## config.mk

```make
export PLATFORM = sky130hd
export DESIGN_NAME = jft_div_cell
export DESIGN_NICKNAME = d
export VERILOG_FILES = /design/src/rtl/core/jft_pkg.sv /design/src/rtl/core/jft_div_cell.sv
export SDC_FILE = /design/constraint.sdc
export NUM_CORES = 1
export LEC_CHECK = 0
export BUFFER_PORTS_ARGS = -buffer_cell sky130_fd_sc_hd__buf_2
export CAP_MARGIN = 30
export CORE_AREA = 2 2 161 163
export CTS_BUF_LIST = sky130_fd_sc_hd__clkbuf_8
export DETAILED_ROUTE_END_ITERATION = 10
export DIE_AREA = 0 0 163 165
export PLACE_DENSITY_LB_ADDON = 0.25
export SYNTH_ARGS = -nofsm -noshare
export SYNTH_HDL_FRONTEND = slang
export SYNTH_SLANG_ARGS = --single-unit
```

## constraint.sdc

```tcl
create_clock -name clk -period 2.95 [get_ports clk]
set_input_delay 0.1475 -clock clk [delete_from_list [all_inputs] [get_ports clk]]
set_output_delay 0.1475 -clock clk [all_outputs]
set_load 0.02 [all_outputs]
```

## src/rtl/core/jft_pkg.sv

```systemverilog
// Shared types, constants and register indexes for the joint friction torque pipeline.
// No dependencies. Used by every module under rtl/core except jft_checker.
package jft_pkg;

  localparam int XQ_W  = 19;   // |v|*inv_stribeck >> 16 while below 8.0
  localparam int TV_W  = 24;   // viscous term magnitude
  localparam int B_W   = 31;   // Q1.30 base / exp value, at most 1.0
  localparam int REM_W = 32;   // divider remainder, below the divisor
  localparam int DEN_W = 32;   // divisor 1.0 + e, at most 2.0 in Q.30
  localparam int QUO_W = 31;   // tanh quotient, at most 1.0 in Q.30
  localparam int SQ_STEPS  = 16;
  localparam int DIV_STEPS = 31;

  localparam logic [B_W-1:0] ONE_Q30 = 31'h4000_0000;

  localparam int IDX_W = 3;
  localparam logic [IDX_W-1:0] REG_STRIBECK_GAIN = 3'd0;
  localparam logic [IDX_W-1:0] REG_COULOMB_TORQUE = 3'd1;
  localparam logic [IDX_W-1:0] REG_INV_STRIBECK_VEL = 3'd2;
  localparam logic [IDX_W-1:0] REG_INV_COULOMB_VEL = 3'd3;
  localparam logic [IDX_W-1:0] REG_VISCOUS_COEFF = 3'd4;

  localparam logic [31:0] RST_STRIBECK_GAIN = 32'd125979;
  localparam logic [31:0] RST_COULOMB_TORQUE = 32'd131072;
  localparam logic [23:0] RST_INV_STRIBECK_VEL = 24'd36204;
  localparam logic [23:0] RST_INV_COULOMB_VEL = 24'd512000;
  localparam logic [23:0] RST_VISCOUS_COEFF = 24'd16777;

  // Per-sample data that rides alongside the exp and divide chains.
  typedef struct packed {
    logic              neg;
    logic signed [31:0] cmd;
    logic [TV_W-1:0]   term_v;
    logic              s_zero;
    logic              c_sat;
    logic [XQ_W-1:0]   xq;
  } side_t;

  typedef struct packed {
    side_t          side;
    logic [B_W-1:0] b_s;
    logic [B_W-1:0] b_c;
  } sq_t;

  typedef struct packed {
    side_t            side;
    logic [B_W-1:0]   e_s;
    logic [REM_W-1:0] rem;
    logic [DEN_W-1:0] den;
    logic             nbit;
    logic [QUO_W-1:0] quo;
  } dv_t;

endpackage

```

## src/rtl/core/jft_div_cell.sv

```systemverilog
// One restoring-division cell: retires one quotient bit of the tanh ratio.
// Depends on jft_pkg.
module jft_div_cell (
  input  logic          clk,
  input  logic          rst,
  input  logic          en,
  input  logic          in_vld,
  input  jft_pkg::dv_t  in_data,
  output logic          out_vld,
  output jft_pkg::dv_t  out_data
);

  logic [32:0] shifted;
  logic [32:0] diff;
  logic        ge;

  assign shifted = {in_data.rem, in_data.nbit};
  assign diff    = shifted - {1'b0, in_data.den};
  assign ge      = shifted >= {1'b0, in_data.den};

  always_ff @(posedge clk) begin
    if (rst) begin
      out_vld <= 1'b0;
    end else if (en) begin
      out_vld <= in_vld;
    end
  end

  always_ff @(posedge clk) begin
    if (en) begin
      out_data.side <= in_data.side;
      out_data.e_s  <= in_data.e_s;
      out_data.den  <= in_data.den;
      out_data.nbit <= 1'b0;  // lower dividend bits are zero
      out_data.rem  <= ge ? diff[31:0] : shifted[31:0];
      out_data.quo  <= {in_data.quo[jft_pkg::QUO_W-2:0], ge};
    end
  end

endmodule

```

* Word-level counts from Yosys, hierarchy flattened
Index checks and enable logic that the tools add are counted.
** Word-level totals
- Flip-flop bits (word level) :: 205
- Output and inout bits :: 206
** Cells by class
- Multiplexer cells :: 1
- Magnitude comparators :: 1
- Add/subtract/negate cells :: 1
** Operator list (number)
- $ge 33x32->1 :: 1
- $mux 32 :: 1
- $sub 32x32->32 :: 1

* Logic depth before layout (Yosys ltp)
- Depth after elaboration :: 2
- Mapped depth :: 13
- Depth with buffers taken out :: 12

* Worst setup path before layout
OpenSTA, ideal clock, no wires.
- Kind :: in2reg
- From :: input port in_data[39] in the netlist's numbering
- To :: register out_data[77] in the netlist's numbering, data pin
- Path buffers :: 2
- Stages :: 12
- Setup slack :: 0.027 ns
- Arrival :: 2.661 ns
- Path through :: inv_1 ha_1 buf_2 nand4_1 or4_1 a21oi_1 nor3_1 a211oi_2 o21ai_2 o31ai_4 buf_4 mux2_1
** Between the ends
- Word-level cells in the longest chain between the ends :: 2
- Elaborated cells on any way between the ends :: 3
- Those cells by class :: 1 x add/sub; 1 x order compare; 1 x mux
** Ends and longest elaborated chain
- start, declared :: line jft_div_cell.sv:8 : input jft_pkg::dv_t in_data,
- $sub 32x32->32 / $ge 33x32->1 (equally long branches) :: line jft_div_cell.sv:18, jft_div_cell.sv:19
- $mux 32 * :: line jft_div_cell.sv:35 : out_data.rem <= ge ? diff[31:0] : shifted[31:0];
- end, declared :: line jft_div_cell.sv:10 : output jft_pkg::dv_t out_data
Every way passes the cells marked *; elsewhere a longest branch is shown, timed or not.
A chain may end at the register's enable or synchronous reset.

* Final worst setup path
- From :: input port in_data[41] in the netlist's numbering
- To :: register out_data[71] in the netlist's numbering, data pin
** Between the ends
- Word-level cells in the longest chain between the ends :: 2
** Ends and longest elaborated chain
- $ge 33x32->1 :: line jft_div_cell.sv:19 : assign ge = shifted >= {1'b0, in_data.den};
- $mux 32 :: line jft_div_cell.sv:35
No other way between the ends.

==> summary.md <==
| Metric | Value |
|---|---|
| Status | complete, no violations |
| Via count | around 7,100 |
| Period minus WS final | about 2.8 ns |
| TritonCTS Buffers | 36 |
| Antenna violations before repair | 4 |
| Root buffer cell | clkbuf_8 |
| Clk Latency, worst-skew pair | roughly 0.50 ns |
| CP Max Fanout | 8 |
| DRC | 0 |
| Ys Warns | 0 |
| Final WL | around 28,000 um |
| Final Cell Area | around 14,000 um2 |
| Synth unique cells | 50 |
| Crit. End Element | register |
| Max VDD drop | ~430 uV |
| H-Tree Depth | 2 |
| DR pass1 iterations | 4 |
| Fin. Hold Viols | 0 |
| Initial Util | ~33% |
| Core area | 25,000 um2 |
| F_max | 356 MHz |
| Startpoint Class | primary input |
| Num rows | slightly below 60 |
| Worst Hold Slack | 0.0587 ns |
| # IOs | 415 |
| Main synth FF type | edfxtp_1 |
| Max Clock Skew | 0 ns |
| Max stage delay cell, worst path | dlygate4sd3_1 |
| Count of final setup violators | 0 |
| Post-synthesis sequential area ratio | between 70% and 80% |
| Worst Hold Class | in2reg |
| Slew Limit Fails | 0 |
| Post-synth top area share | 73.1% |
| Mapped Cells | ~550 |
| DIE AREA | about 27,000 um2 |
| Placer congestion estimate | 0.828 |
| Vias in the first global route | around 7,500 |
| Area grow syn2layout | 68.2% |
| Clock transition at path regs | ~0.06 ns |
| Mapped cell area | around 8400 um2 |
| Most numerous cell in the Yosys netlist | edfxtp_1 |
| Critical path class | in2reg |
| Tot GR Track Use | between 10% and 20% |
| Tcrit/Tclk final | roughly 95% |
| P per Cell Area | 540 nW/um2 |
| Syn_nets | 796 |
| Hpwl dp | around 20,000 um |
| Leak Pwr | about 6.2 nW |
| DR vias/cell | about 4.5 |
| CTS tree | built |
| Clock Sinks | 205 |
| 1st-iter DRT viols | 398 |
| Nets | 1,468 |
| Post-synth EDFFs | 204 |
| Yosys reg bits | between 200 and 250 |
| CP peak stage delay | about 0.54 ns |
| CP Data Required Time | 3.20 ns |
| Ys async rst share | 0% |
| Avg Synthesized Cell Area | 15.1 um2 |
| Maximum root-to-sink buffer count | 3 |
| Top cells by count, synth | edfxtp_1, a21oi_1, inv_1 |
| Die width | between 150 and 200 um |
| Die H | 165 um |
| GRT overflow | 0 |
| Top area cells in the synthesized netlist | edfxtp_1, ha_1, a21oi_1, inv_1, nor2_1 |
| Max-Cap Viols | 0 |
| Layout cells sized above 1 | between 40% and 50% |
| DP Area | approximately 11,000 um2 |
| Critical path cell sequence | dlygate4sd3_1 > buf_2 > inv_2 > ha_4 > nand2_2 > or4_4 > a21oi_2 > nor3_2 > a211oi_2 > o21ai_2 > o31ai_4 > buf_12 > mux2_2 |
| Routed WL per cell | 17.9 um |
| Worst EP arrival | slightly above 3 ns |
| Antenna-violating nets left | 0 |
| Area leader, netlist | edfxtp_1 |
| Port Buffer Count | approximately 400 |
| Largest net degree at the start of global routing | slightly above 80 |
| First-pass GRT wire length | roughly 40,000 um |
-- critical path: cells and delay by family --
| family | cells | cell delay [ns] |
|---|---|---|
| adders and majority gates | 1 | 0.26 |
| and+or+nand+nor | 3 | 0.61 |
| buffers and inverters | 4 | 0.89 |
| muxes | 1 | 0.33 |
| AOI/OAI and AO/OA | 4 | 0.82 |
-- power breakdown --
| part | switching (mW) | internal [mW] | total (mW) |
|---|---|---|---|
| clock | 1.14 | 1.14 | 2.29 |
| combinational | 0.973 | 0.767 | 1.74 |
| sequential | 0.0665 | 3.52 | 3.59 |
| total | 2.18 | 5.43 | 7.61 |
-- cell type report --
| type | count | area, um2 |
|---|---|---|
| antenna | 4 | 10.0 |
| clock inverter | 26 | 113 |
| multi-input combinational | 292 | 2190 |
| fill | 2085 | 10900 |
| inverter | 38 | 143 |
| tap | 330 | 413 |
| sequential | 205 | 6150 |
| timing repair buffer | 653 | 4590 |
| clock buffer | 36 | 495 |
-- registers in the layout, indices dropped and copies added (netlist names) --
register  count
out_data    204
out_vld       1
-- final timing paths --
kind                        startpoint                      to  slack (ns)  depth (start not counted)
setup reg to reg  out_vld$_SDFFE_PP0P_    out_vld$_SDFFE_PP0P_        1.80                          3
hold reg to reg   out_vld$_SDFFE_PP0P_    out_vld$_SDFFE_PP0P_        1.07                          3
hold / removal             in_data[91]  out_data[92]$_DFFE_PP_        0.06                          3
setup / recovery           in_data[41]  out_data[71]$_DFFE_PP_        0.14                         13
-- stage by stage --
| stage | setup slack, ns | instances | TNS (ns) | utilization [%] | power (mW) |
|---|---|---|---|---|---|
| after floorplan | 0.0267 | 554 | 0 | - | 4.43 |
| after global placement | -0.119 | 1318 | -0.193 | 44.4 | 5.08 |
| after detailed placement | -0.236 | 1318 | -0.859 | 44.4 | 5.10 |
| after CTS | 0.00125 | 1584 | 0 | 55.0 | 7.65 |
| after global routing | -0.00622 | 1584 | -0.00622 | 56.3 | 7.97 |
| final | 0.143 | 1584 | 0 | 56.3 | 7.61 |
-- cells in the final DEF, fill, tap and decap left out, types with 3 or more instances in the layout --
cell            instances
xnor2_1                15
dlygate4sd3_1         195
buf_12                  4
clkinv_1               12
dlymetal6s4s_1         17
o21ai_0                16
mux2_2                  6
inv_1                  41
nor2_1                 36
nor4_1                  4
o211ai_1                4
mux2_1                  4
buf_4                  39
diode_2                 4
nand2_1                25
edfxtp_1              204
a211oi_1                3
a21oi_1                54
buf_2                 392
o21bai_1                3
nor2b_1                 3
nand4_1                 8
a31oi_1                 3
clkbuf_8               37
ha_4                   12
clkinv_2                5
ha_1                   20
o21a_1                  6
nand3_1                 8
nand2b_1                3
a21o_1                 12
xor2_1                 12
inv_2                   4
-- metal layers --
| metal | wire length (um) | track usage (%) | up-vias |
|---|---|---|---|
| li1 | - | - | 3433 |
| met1 | 10200 | 20.5 | 3358 |
| met2 | 15100 | 37.6 | 285 |
| met3 | 1990 | 5.52 | 57 |
| met4 | 1010 | 7.84 | 0 |
| met5 | 0 | 0 | - |
-- what timing repair did --
action	CTS	global route
hold endpoints to repair	202	8
hold buffers	204	8
buffers inserted	0	7
endpoints found under the setup margin	0	29
gates resized for setup	0	51
-- logic make-up after synthesis --
| family | count (synthesis) | synth area share (%) |
|---|---|---|
| other | 1 | 0.0447 |
| muxes | 12 | 1.58 |
| AOI/OAI and AO/OA | 119 | 8.73 |
| buffers and inverters | 57 | 2.87 |
| and+or+nand+nor | 100 | 5.60 |
| DFF | 205 | 73.3 |
| adders and majority gates | 33 | 5.02 |
| xor gates and xnor gates | 27 | 2.82 |
No activity file was read; power rests on OpenSTA's default activity.
