<file path="config.mk">
export PLATFORM = sky130hd
export DESIGN_NAME = jft_sq_cell
export DESIGN_NICKNAME = d
export VERILOG_FILES = /design/src/rtl/core/jft_pkg.sv /design/src/rtl/core/jft_sq_cell.sv
export SDC_FILE = /design/constraint.sdc
export NUM_CORES = 2
export LEC_CHECK = 0
export ABC_AREA = 1
export BUFFER_PORTS_ARGS = -buffer_cell sky130_fd_sc_hd__clkbuf_2
export CAP_MARGIN = 30
export CELL_PAD_IN_SITES_DETAIL_PLACEMENT = 1
export CELL_PAD_IN_SITES_GLOBAL_PLACEMENT = 1
export CORE_MARGIN = 2
export CORE_UTILIZATION = 30
export CTS_BUF_LIST = sky130_fd_sc_hd__clkbuf_16
export DETAILED_ROUTE_END_ITERATION = 8
export PLACE_DENSITY = 0.66
export SETUP_SLACK_MARGIN = 0.15
export SLEW_MARGIN = 20
export SYNTH_ARGS = -nofsm -noshare
export SYNTH_HDL_FRONTEND = slang
export SYNTH_SLANG_ARGS = --single-unit
export TNS_END_PERCENT = 30
</file>
<file path="constraint.sdc">
create_clock -name clk -period 13.2 [get_ports clk]
set_clock_uncertainty 0.1 [all_clocks]
set_input_delay 2.64 -clock clk [delete_from_list [all_inputs] [get_ports clk]]
set_output_delay 2.64 -clock clk [all_outputs]
set_load 0.005 [all_outputs]
</file>
<file path="src/rtl/core/jft_pkg.sv">
// Shared types, constants and register indexes for the joint friction torque pipeline.
// No dependencies. Used by every module under rtl/core except jft_checker.
package jft_pkg;

  localparam int XQ_W  = 19;   // |v|*inv_stribeck >> 16 while below 8.0
  localparam int TV_W  = 24;   // viscous term magnitude
  localparam int B_W   = 31;   // Q1.30 base / exp value, at most 1.0
  localparam int REM_W = 32;   // divider remainder, below the divisor
  localparam int DEN_W = 32;   // divisor 1.0 + e, at most 2.0 in Q.30
  localparam int QUO_W = 31;   // tanh quotient, at most 1.0 in Q.30
  localparam int SQ_STEPS  = 16;
  localparam int DIV_STEPS = 31;

  localparam logic [B_W-1:0] ONE_Q30 = 31'h4000_0000;

  localparam int IDX_W = 3;
  localparam logic [IDX_W-1:0] REG_STRIBECK_GAIN = 3'd0;
  localparam logic [IDX_W-1:0] REG_COULOMB_TORQUE = 3'd1;
  localparam logic [IDX_W-1:0] REG_INV_STRIBECK_VEL = 3'd2;
  localparam logic [IDX_W-1:0] REG_INV_COULOMB_VEL = 3'd3;
  localparam logic [IDX_W-1:0] REG_VISCOUS_COEFF = 3'd4;

  localparam logic [31:0] RST_STRIBECK_GAIN = 32'd125979;
  localparam logic [31:0] RST_COULOMB_TORQUE = 32'd131072;
  localparam logic [23:0] RST_INV_STRIBECK_VEL = 24'd36204;
  localparam logic [23:0] RST_INV_COULOMB_VEL = 24'd512000;
  localparam logic [23:0] RST_VISCOUS_COEFF = 24'd16777;

  // Per-sample data that rides alongside the exp and divide chains.
  typedef struct packed {
    logic              neg;
    logic signed [31:0] cmd;
    logic [TV_W-1:0]   term_v;
    logic              s_zero;
    logic              c_sat;
    logic [XQ_W-1:0]   xq;
  } side_t;

  typedef struct packed {
    side_t          side;
    logic [B_W-1:0] b_s;
    logic [B_W-1:0] b_c;
  } sq_t;

  typedef struct packed {
    side_t            side;
    logic [B_W-1:0]   e_s;
    logic [REM_W-1:0] rem;
    logic [DEN_W-1:0] den;
    logic             nbit;
    logic [QUO_W-1:0] quo;
  } dv_t;

endpackage

</file>
<file path="src/rtl/core/jft_sq_cell.sv">
// One squaring cell of the exp(-y) chain: both lanes square their Q1.30 base once.
// Depends on jft_pkg.
module jft_sq_cell (
  input  logic          clk,
  input  logic          rst,
  input  logic          en,
  input  logic          in_vld,
  input  jft_pkg::sq_t  in_data,
  output logic          out_vld,
  output jft_pkg::sq_t  out_data
);

  logic [61:0] prod_s;
  logic [61:0] prod_c;

  // round half up, drop 30 fraction bits
  assign prod_s = 62'(in_data.b_s) * 62'(in_data.b_s) + 62'(64'h2000_0000);
  assign prod_c = 62'(in_data.b_c) * 62'(in_data.b_c) + 62'(64'h2000_0000);

  always_ff @(posedge clk) begin
    if (rst) begin
      out_vld <= 1'b0;
    end else if (en) begin
      out_vld <= in_vld;
    end
  end

  always_ff @(posedge clk) begin
    if (en) begin
      out_data.side <= in_data.side;
      out_data.b_s  <= prod_s[60:30];
      out_data.b_c  <= prod_c[60:30];
    end
  end

endmodule

</file>
**After elaboration in Yosys (flattened, before gate mapping)**

Cells that the tools add are included.

- Register bits after elaboration: 141
- Bits of input ports: 144
- Output and inout port bits: 141
- Logic and storage cells: 13

- Add/sub/neg operators: 2
- Multiply operators: 2

Operator list:

| operator | count |
|---|---|
| $add 61x30->61 const B | 2 |
| $mul 31x31->61 | 2 |

**Logic depth before layout (Yosys ltp)**

- Depth after elaboration: 2
- Depth in mapped cells: 34

**Worst setup path before layout**

OpenSTA, ideal clock, no wires.

- Path type: in2reg
- Start point: in in_data[56] in the netlist's numbering
- End point: reg out_data[53] in the netlist's numbering, data pin
- Setup time: 0.252 ns
- Arrival time: 8.714 ns
- Slack: 4.134 ns
- Cell stages on the path: 27
- Path buffers: 2
- Path through: clkbuf_1 > buf_1 > nand2_1 > fa_1 > fa_1 > inv_1 > fa_1 > inv_1 > fa_1 > inv_1 > fa_1 > fa_1 > fa_1 > inv_1 > fa_1 > inv_1 > ha_1 > nand2_2 > inv_1 > a21oi_1 > nand2_1 > a21oi_1 > nor2_1 > nor2_1 > nand2_1 > nand2_1 > nand2_1

- Word-level cells in the longest chain between the ends: 2

Ends and longest elaborated chain:

| element | line | text |
|---|---|---|
| start: declaration | jft_sq_cell.sv:8 | `input jft_pkg::sq_t in_data,` |
| $mul 31x31->61 | jft_sq_cell.sv:17 | `assign prod_s = 62'(in_data.b_s) * 62'(in_data.b_s) + 62'(64'h2000_0000);` |
| $add 61x30->61 | jft_sq_cell.sv:17 |  |
| net prod_s[52] | jft_sq_cell.sv:13 | `logic [61:0] prod_s;` |
| end: declaration | jft_sq_cell.sv:10 | `output jft_pkg::sq_t out_data` |

The timed path passes the listed nets, and every way through them passes these cells.
A chain may end at the register's enable or synchronous reset.

**Final worst setup path**

- Start point: in in_data[26] in the netlist's numbering
- End point: reg out_data[1] in the netlist's numbering, data pin

- Word-level cells in the longest chain between the ends: 2

Ends and longest elaborated chain:

| element | line | text |
|---|---|---|
| $mul 31x31->61 | jft_sq_cell.sv:18 | `assign prod_c = 62'(in_data.b_c) * 62'(in_data.b_c) + 62'(64'h2000_0000);` |
| $add 61x30->61 | jft_sq_cell.sv:18 |  |
| net prod_c[31] | jft_sq_cell.sv:14 | `logic [61:0] prod_c;` |

The timed path passes the listed nets, and every way through them passes these cells.

==> impl_metrics.env <==
export IMPL_drt_first_pass_iters=5
export IMPL_die_w_um=462
export IMPL_start_util_pct=30.1
export IMPL_ys_seq_elements=141
export IMPL_max_slew_margin_pct=34.3
export IMPL_area_growth_pct=8.39
export IMPL_ctsHoldBuffers=0
export IMPL_hp_class="reg2reg"
export IMPL_wl_per_cell_um=18.4
export IMPL_ctsResizeCount=0
export IMPL_synth_avg_cell_area_sq_um=8.30
export IMPL_drc=0
export IMPL_syn_inst=7579
export IMPL_postRouteAntennaNets=0
export IMPL_core_sq_mm=0.209
export IMPL_drv_slew=0
export IMPL_dieArea_sq_mm=0.213
export IMPL_fp_row_count=168
export IMPL_fin_nets=9979
export IMPL_grt_pass1_wl_mm=308
export IMPL_drv_cap=0
export IMPL_crit_fanout=22
export IMPL_busiest_layer="met2"
export IMPL_cts_buffer_depth=2
export IMPL_ys_warn_count=0
export IMPL_clk_pin_slew_ps=60
export IMPL_met3_usage_pct=1.53
export IMPL_cp_end_kind="register"
export IMPL_cts_tree="yes"
export IMPL_worstPathRequired_ps=13350
export IMPL_synth_edf_count=140
export IMPL_synth_area_leaders="fa_1 48%, inv_1 16%, ha_1 12%"
export IMPL_synthFlopType="edfxtp_1"
export IMPL_syn_area_sq_mm=0.0629
export IMPL_final_area_sq_mm=0.0682
export IMPL_cts_root_buf="clkbuf_16"
export IMPL_setup_viol=0
export IMPL_synth_nets=9807
export IMPL_wl_mm=194
export IMPL_gp_congestion=0.888
export IMPL_netlist_top_cells_count="2717 x inv_1, 1635 x nand2_1, 1496 x fa_1"
export IMPL_critPathArrivalTime_ps=9950
export IMPL_grt_setup_unrepaired="false"
export IMPL_status="completed"
export IMPL_tns_ps=0
export IMPL_met2_usage_pct=34.1
export IMPL_worstMarginPinSlew_ps=986
export IMPL_placed_area_sq_mm=0.0676
export IMPL_grt_max_degree=52
export IMPL_ys_types=37
export IMPL_start_kind="input pin"
export IMPL_grt_usage_pct=18.7
export IMPL_antenna_found_initial=2
export IMPL_hpwl_mm=165
export IMPL_use_met1_pct=23.8
export IMPL_yosysSeqAreaShare_pct=6.71
export IMPL_r2r_start="out_vld$_SDFFE_PP0P_"
export IMPL_grt_pass1_vias=54800
export IMPL_cts_num_sinks=141
export IMPL_hold_path_startpoint="out_vld$_SDFFE_PP0P_"
export IMPL_numPortBuffers=284
export IMPL_layout_drive_gt1_share_pct=5.53
export IMPL_insertion_delay_ps=490
export IMPL_hold_violations=0
export IMPL_ctsHtreeMaxLevel=4
export IMPL_cts_buffers=17
export IMPL_fin_crit_ps=9800
export IMPL_synth_most_common_cell="inv_1"
export IMPL_worst_setup_path_type="in2reg"
export IMPL_period_share_pct=74.2
export IMPL_yosys_area_top_type="fa_1"
export IMPL_die_h_um=462
export IMPL_synth_top_area_share_pct=47.6
export IMPL_vias_per_cell=4.45
export IMPL_detail_route_iter0_violations=2018
export IMPL_vias=47000
export IMPL_async_reset_ff_share_pct=0
export IMPL_cts_setup_buffers=0
export IMPL_finish_utilization_pct=32.6
export IMPL_crit_start="in_data[26]"
export IMPL_io_pins=285
export IMPL_fmax_ghz=0.102
export IMPL_grt_overflow_total=0
[routing by layer]
metal | up-vias | part of all wire (%)
li1 | 21500 | -
met1 | 24500 | 43
met2 | 856 | 51
met3 | 185 | 3.3
met4 | 2 | 2.5
met5 | - | 0.0067
[worst max-delay path, cell delays in order]
cell	delay, ps
clkbuf_2	460
buf_4	400
nand2_1	140
inv_1	80
fa_1	500
inv_1	50
fa_1	510
inv_1	60
fa_1	510
inv_1	90
fa_1	530
inv_1	50
fa_1	480
fa_1	470
fa_1	560
fa_1	430
ha_1	540
nand2_2	170
o21ai_0	450
inv_1	80
nand2_1	150
inv_1	60
nand2_1	90
a21oi_1	60
xnor2_1	350
[layout by cell type (no fill, tap or decap), types with 2 or more instances in the layout]
cell type / Yosys / routed
o21bai_1: 25 / 25
a31oi_1: 5 / 5
nor4_4: 2 / 2
clkbuf_16: 0 / 17
inv_2: 2 / 2
a21oi_1: 145 / 145
a21o_1: 8 / 8
nand3_1: 115 / 115
nor4_1: 2 / 2
clkbuf_2: 0 / 283
xor2_1: 42 / 42
inv_6: 0 / 2
a31o_2: 2 / 2
edfxtp_1: 140 / 140
nor2_2: 10 / 10
o21a_1: 6 / 6
ha_1: 588 / 588
fa_1: 1496 / 1496
nor2_1: 251 / 251
clkinvlp_4: 0 / 3
or2_2: 8 / 8
buf_16: 0 / 2
nor2_4: 2 / 2
bufinv_16: 0 / 2
nor3_1: 14 / 14
nor3_2: 11 / 11
a21boi_0: 3 / 3
nand4_1: 31 / 31
inv_1: 2717 / 2720
nand2_2: 17 / 17
nand2_1: 1635 / 1635
o21ai_0: 75 / 75
clkinv_4: 0 / 3
xnor2_1: 30 / 30
buf_4: 2 / 57
[registers in the layout, indices dropped and copies added, names as in the netlist]
register  count
out_data    140
out_vld       1
[metrics by stage]
step | worst slack, ps | hold slack [ps] | cells
3_3_place_gp | 2910 | 378 | 10500
4_1_cts | 3430 | 398 | 10600
2_1_floorplan | 4130 | 385 | 7579
5_1_grt | 3100 | 422 | 10600
3_5_place_dp | 2920 | 381 | 10500
6_report | 3400 | 395 | 10600
[cells by family after synthesis]
logic type	after synthesis	synth area share [%]
buffers and inverters	2909	17.4
and+or+nand+nor	2101	13.3
adders and majority gates	2084	59.3
xor gates and xnor gates	72	1.00
AOI/OAI and AO/OA	271	2.35
muxes	1	0.0159
DFF	141	6.71
[final timing paths]
path	end	slack (ps)	depth (start not counted)
worst min register to register	out_vld$_SDFFE_PP0P_	390	2
worst max-delay path	out_data[1]$_DFFE_PP_	3400	25
worst min-delay path	out_vld$_SDFFE_PP0P_	390	2
worst max register to register	out_vld$_SDFFE_PP0P_	12520	2
[area by class of cell]
type	instances	area (sq um)
Fill cell	25200	141000
Antenna cell	1	2.50
Clock buffer	17	425
Tap cell	2805	3510
Sequential cell	141	4220
Clock inverter	15	154
Timing Repair Buffer	343	1910
Multi-Input combinational cell	4529	47800
Inverter	2719	10200
Power is left out: the tool's default activity adds up to more than one toggle a clock period on the data nets, which glitch-free logic cannot reach.
